**config.mk**
```make
export PLATFORM = sky130hd
export DESIGN_NAME = bmf_cfg
export DESIGN_NICKNAME = d
export VERILOG_FILES = /design/src/rtl/core/bmf_pkg.sv /design/src/rtl/core/bmf_cfg.sv
export SDC_FILE = /design/constraint.sdc
export NUM_CORES = 1
export LEC_CHECK = 0
export BUFFER_PORTS_ARGS = -buffer_cell sky130_fd_sc_hd__buf_2
export CAP_MARGIN = 20
export CORE_AREA = 2 2 60 62
export DETAILED_ROUTE_END_ITERATION = 7
export DIE_AREA = 0 0 62 64
export GPL_TIMING_DRIVEN = 1
export PLACE_DENSITY = 0.79
export SLEW_MARGIN = 20
export SYNTH_ARGS = -nofsm -noshare
export SYNTH_HDL_FRONTEND = slang
export SYNTH_SLANG_ARGS = --single-unit
```
**constraint.sdc**
```tcl
create_clock -name clk_i -period 1.25 [get_ports clk_i]
set_input_delay 0.125 -clock clk_i [delete_from_list [all_inputs] [get_ports clk_i]]
set_output_delay 0.125 -clock clk_i [all_outputs]
set_load 0.05 [all_outputs]
```
**src/rtl/core/bmf_pkg.sv**
```systemverilog
// Shared constants, types and helper function of the box mean filter.
package bmf_pkg;

  localparam int unsigned MaxWidth  = 1024;
  localparam int unsigned MemAw     = 13;
  localparam int unsigned MemDepth  = 2 ** MemAw;
  localparam int unsigned RecipBits = 28;

  localparam logic [1:0] REG_KERNEL = 2'd0;
  localparam logic [1:0] REG_WIDTH  = 2'd1;
  localparam logic [1:0] REG_HEIGHT = 2'd2;

  localparam logic [28:0] RECIP_1  = 29'(2 ** RecipBits);
  localparam logic [28:0] RECIP_9  = 29'((2 ** RecipBits + 8) / 9);
  localparam logic [28:0] RECIP_25 = 29'((2 ** RecipBits + 24) / 25);
  localparam logic [28:0] RECIP_49 = 29'((2 ** RecipBits + 48) / 49);

  typedef struct packed {
    logic [2:0]  kernel_size;
    logic [10:0] frame_width;
    logic [11:0] frame_height;
    logic        restart;
  } cfg_t;

  // Reciprocal of the window area, scaled by 2^RecipBits and rounded up.
  function automatic logic [28:0] area_recip(input logic [1:0] half);
    logic [28:0] r;
    unique case (half)
      2'd0:    r = RECIP_1;
      2'd1:    r = RECIP_9;
      2'd2:    r = RECIP_25;
      default: r = RECIP_49;
    endcase
    return r;
  endfunction

endpackage

```
**src/rtl/core/bmf_cfg.sv**
```systemverilog
// APB register file holding kernel size and frame geometry.
module bmf_cfg (
  input  logic                clk_i,
  input  logic                rst_ni,
  input  logic                psel,
  input  logic                penable,
  input  logic                pwrite,
  input  logic [3:0]          paddr,
  input  logic [31:0]         pwdata,
  output logic [31:0]         prdata,
  output logic                pready,
  output bmf_pkg::cfg_t       cfg_o
);
  import bmf_pkg::*;

  logic [2:0]  kernel_q, kernel_d;
  logic [10:0] width_q, width_d;
  logic [11:0] height_q, height_d;
  logic        wr_en;
  logic        hit;

  assign pready = 1'b1;
  assign wr_en  = psel && penable && pwrite;

  always_comb begin
    kernel_d = kernel_q;
    width_d  = width_q;
    height_d = height_q;
    hit      = 1'b0;
    if (wr_en) begin
      unique case (paddr[3:2])
        REG_KERNEL: begin
          kernel_d = pwdata[2:0];
          hit      = 1'b1;
        end
        REG_WIDTH: begin
          width_d = pwdata[10:0];
          hit     = 1'b1;
        end
        REG_HEIGHT: begin
          height_d = pwdata[11:0];
          hit      = 1'b1;
        end
        default: hit = 1'b0;
      endcase
    end
  end

  always_comb begin
    unique case (paddr[3:2])
      REG_KERNEL: prdata = {29'd0, kernel_q};
      REG_WIDTH:  prdata = {21'd0, width_q};
      REG_HEIGHT: prdata = {20'd0, height_q};
      default:    prdata = 32'd0;
    endcase
  end

  always_ff @(posedge clk_i or negedge rst_ni) begin
    if (!rst_ni) begin
      kernel_q <= 3'd3;
      width_q  <= 11'd640;
      height_q <= 12'd480;
    end else begin
      kernel_q <= kernel_d;
      width_q  <= width_d;
      height_q <= height_d;
    end
  end

  assign cfg_o.kernel_size  = kernel_q;
  assign cfg_o.frame_width  = width_q;
  assign cfg_o.frame_height = height_q;
  assign cfg_o.restart      = hit;
endmodule
```
* After elaboration in Yosys (flattened, before gate mapping)
Cells that the tools add are included.
** Word-level totals
- Word-level logic and storage cells :: 15
- Register bits after elaboration :: 26
- Bits of input ports :: 41
** Cells by class
- Reduce and logical (&&, ||, !) cells :: 7
- Equality and inequality tests :: 2
- Muxes and demuxes :: 3
** Operator list (number)
- $pmux 12 s3 :: 1
- $reduce_and 2->1 :: 3
- $reduce_or 3->1 :: 1
- $eq 2x1->1 const B :: 1
- $eq 2x2->1 const B :: 1
- $logic_and 1x1->1 :: 2
- $logic_not 2->1 :: 1
- $mux 1 :: 2

* Longest topological paths before layout
- Depth after elaboration :: 4
- Mapped depth :: 5
- Depth with buffers taken out :: 3

* Worst setup path after synthesis
OpenSTA, ideal clock, no wires.
- Path type :: register to output
- Start :: register kernel_q[0]
- End :: output port prdata[0]
- Arrival :: 1.893 ns
- Required time :: 1.125 ns
- Slack :: -0.768 ns
- Path buffers :: 0
- Cell stages (with the launch flop) :: 3
- Path through :: dfstp_2 > mux2i_1 > o21ai_0
** On the way
- Longest elaborated chain between the ends :: 1
** RTL lines
- start: declaration :: RTL line bmf_cfg.sv:16 : logic [2:0] kernel_q, kernel_d;
- start signal: assignment :: RTL line bmf_cfg.sv:64 : kernel_q <= kernel_d;
- $pmux 12 s3 :: RTL line bmf_cfg.sv:50 : unique case (paddr[3:2])
- end: declaration :: RTL line bmf_cfg.sv:10 : output logic [31:0] prdata,
No other way between the ends.

* Worst setup path in the final report
- Start :: register kernel_q[1]
- End :: output port prdata[1]
The elaborated chain is that of the path after synthesis.

==> results.md <==
| Result | Value | Unit |
| --- | --- | --- |
| Run status | finished with violations | - |
| Violations in the final reports | negative setup slack | - |
| Data arrival time at the worst-slack endpoint | 1280 | ps |
| Vias/cell | 4.568 | - |
| Count of buffers inserted at the top-level ports | 57 | - |
| Remaining Overflow, GRT | 0 | - |
| Max-cap violations | 0 | - |
| Final setup slack of the worst path | -157.5 | ps |
| Synth-to-layout area growth | 54.90 | % |
| Core box area | 3284 | um^2 |
| Number of cell instances on the worst register-to-register path | 3 | - |
| Max Clock Skew | 0 | ps |
| Fraction of registers with async set or reset after synthesis | 100.0 | % |
| Highest clock frequency the design can meet | 710.5 | MHz |
| Portion of the post-synthesis area used by sequential elements | 47.91 | % |
| Via count of the first global-routing pass | 1130 | - |
| Syn Inst Count | 106 | - |
| Areal power density over the cells | 1826 | nW/um^2 |
| Clock insertion delay at the later pin of the skew report | 320 | ps |
| Total Wirelength | 3425 | um |
| Initial antenna violation count | 0 | - |
| Final GP Congestion | 0.7055 | - |
| Mean instance size in the synthesized netlist | 13.01 | um^2 |
| Hold path startpoint | pwdata[8] | - |
| Commonest cells after routing, fill and taps aside | buf_2, buf_4, conb_1 | - |
| R2r endpoint | height_q[9]$_DFFE_PN0P_ | - |
| Fraction of the cycle the final worst path needs | 112.6 | % |
| Maximum root-to-sink buffer count | 2 | - |
| Die extent in y | 64 | um |
| Wire length per cell | 14.64 | um |
| Hold Crit Class | input pin to register | - |
| Clock transition at path regs | 140 | ps |
| Number of warning messages in the yosys log | 0 | - |
| Netlist area before placement | 1379 | um^2 |
| Peak supply drop | 0.001188 | V |
| Post-detailed-route count of antenna-violating nets | 0 | - |
| Relative slew margins | 61.86 | % |
| Critical Path End Type | output pin | - |
| Maximum number of pins on one net before global-route repair | 27 | - |
| Pleak | 1.087 | nW |
| GRT Overall Usage | 18.31 | % |
| Top fanout value on the critical path | 2 | - |
| Count of state elements after synthesis | 26 | - |
| Worst hold path cell count | 2 | - |
| Clock buffer count from CTS | 3 | - |
| CTS tree | done | - |
| Post-layout min period | 1408 | ps |
| Initial core utilization | 41.98 | % |
| Cell at the root of the clock tree | clkbuf_4 | - |
| DRC Markers | 0 | - |
| Source of the worst register-to-register timing path | height_q[9]$_DFFE_PN0P_ | - |
| Final core area utilization | 65.03 | % |
| WHS Endpoint | width_q[8]$_DFFE_PN0P_ | - |
| Area of the die | 3968 | um^2 |
| Count of vias placed by the detailed router | 1069 | - |
| Wire length of the first global-routing pass | 5340 | um |
| Initial drt markers | 15 | - |
| Most common cell after layout, fill and taps aside | buf_2 | - |
| Transition at the pin with the smallest max-transition slack | 572.1 | ps |
| Primary flip-flop cell chosen by synthesis mapping | dfrtp_1 | - |
| Critical Path Start Type | register | - |
| CTS H-Tree Depth | 1 | - |
| Count of final hold-check violations | 0 | - |
| Proportion of layout cells with a drive suffix above 1 | 73.40 | % |
| Number of detailed-routing iterations run before antenna repair | 3 | - |
| Die W | 62 | um |
| Post-synth EDFFs | 0 | - |
| Final HPWL DP | 2238 | um |
| RSZ-0062 raised after global routing | true | - |
| Pre-CTS WS | -46.17 | ps |
| Count of nets after finishing | 230 | - |
| Worst Path Class, Setup | register to output pin | - |
| R2R Setup Slk | 230 | ps |
| Final number of setup-violating endpoints | 11 | - |
| Final max-slew violation count | 0 | - |
| CTS sink count | 26 | - |
| Number of rows created at floorplan | 21 | - |
| Yosys cell types | 20 | - |
| CP Data Required Time | 1120 | ps |
| Antenna diodes | 0 | - |
| I/O Pins | 101 | - |
==> worst max path at each step <==
stage                       startpoint                 endpoint  slack [ps]  cells after the start
6_report       kernel_q[1]$_DFFE_PN1P_                prdata[1]        -160                      3
5_1_grt        kernel_q[1]$_DFFE_PN1P_                prdata[1]        -210                      3
4_1_cts        kernel_q[0]$_DFFE_PN1P_                prdata[0]        -160                      3
3_5_place_dp                    pwrite  height_q[9]$_DFFE_PN0P_         -50                      6
3_3_place_gp                    pwrite  height_q[0]$_DFFE_PN0P_         -20                      6
2_1_floorplan  kernel_q[0]$_DFFE_PN1P_                prdata[0]         -70                      2
==> metal layers <==
layer / GRT usage [%] / vias to the layer above / share of wire, %
li1: - / 489 / -
met3: 2.429 / 2 / 6.4
met5: 0 / - / 0
met4: 5.585 / 0 / 0.50
met1: 23.49 / 521 / 41
met2: 31.12 / 57 / 52
==> power by group <==
| group | switching (mW) | internal [mW] | total (mW) |
|---|---|---|---|
| Combinational | 1.41 | 0.853 | 2.27 |
| Sequential | 0.175 | 1.09 | 1.26 |
| Clock | 0.247 | 0.125 | 0.372 |
| Total | 1.84 | 2.06 | 3.90 |
==> cells in the mapped netlist (all sizes together), types with 2 or more instances <==
| cell type | number | area, um^2 |
|---|---|---|
| dfstp | 8 | 210.2 |
| buf | 25 | 195.2 |
| conb | 2 | 7.510 |
| clkbuf | 2 | 7.510 |
| a22o | 8 | 70.07 |
| nand2 | 3 | 11.26 |
| mux2i | 3 | 30.03 |
| o21ai | 3 | 15.01 |
| dfrtp | 18 | 450.4 |
| mux2 | 26 | 330.3 |
==> final cells by class <==
class,instances,area [um^2]
multi-input combinational,72,693.2
sequential,26,663.1
timing repair buffer,86,695.7
fill,261,1149
clock buffer,4,26.28
tap,46,57.56
==> sequential cells by signal (all words and copies together) (netlist names) <==
register,flops
kernel_q,3
width_q,11
height_q,12
==> kinds of logic (layout without fill, tap and decap cells) <==
group | count (synthesis) | in the layout | share of synthesized area (%)
multiplexers | 29 | 29 | 26.13
buffers and inverters | 27 | 90 | 14.70
flip-flops | 26 | 26 | 47.91
AO/OA/AOI/OAI | 12 | 12 | 6.533
AND/OR/NAND/NOR | 10 | 10 | 4.175
other | 2 | 21 | 0.5447
==> critical path, cell delays in order, from the launching register on <==
cell	delay [ps]
dfstp_2	570
mux2i_2	80
o21ai_4	140
buf_6	180
==> through the flow <==
stage / power [mW] / setup TNS [ps] / hold slack (ps) / instance area (um^2) / instances
6_report: 3.901 / -769.2 / 37.11 / 2136 / 234
5_1_grt: 4.085 / -1509 / 17.40 / 2136 / 234
4_1_cts: 3.785 / -639.5 / 19.06 / 2058 / 231
3_5_place_dp: 3.038 / -566.9 / 153.1 / 1752 / 214
3_3_place_gp: 2.998 / -276.6 / 134.0 / 1752 / 214
2_1_floorplan: 2.700 / -130.5 / -170.6 / 1501 / 125
==> what timing repair did <==
item	CTS	global route
setup endpoints to repair	19	25
resized for setup	48	22
buffers inserted	12	2
gates cloned	0	0
pin swaps	1	0
hold buffers	1	1
hold endpoints to repair	18	1
Power figures use the tool's default switching activity.
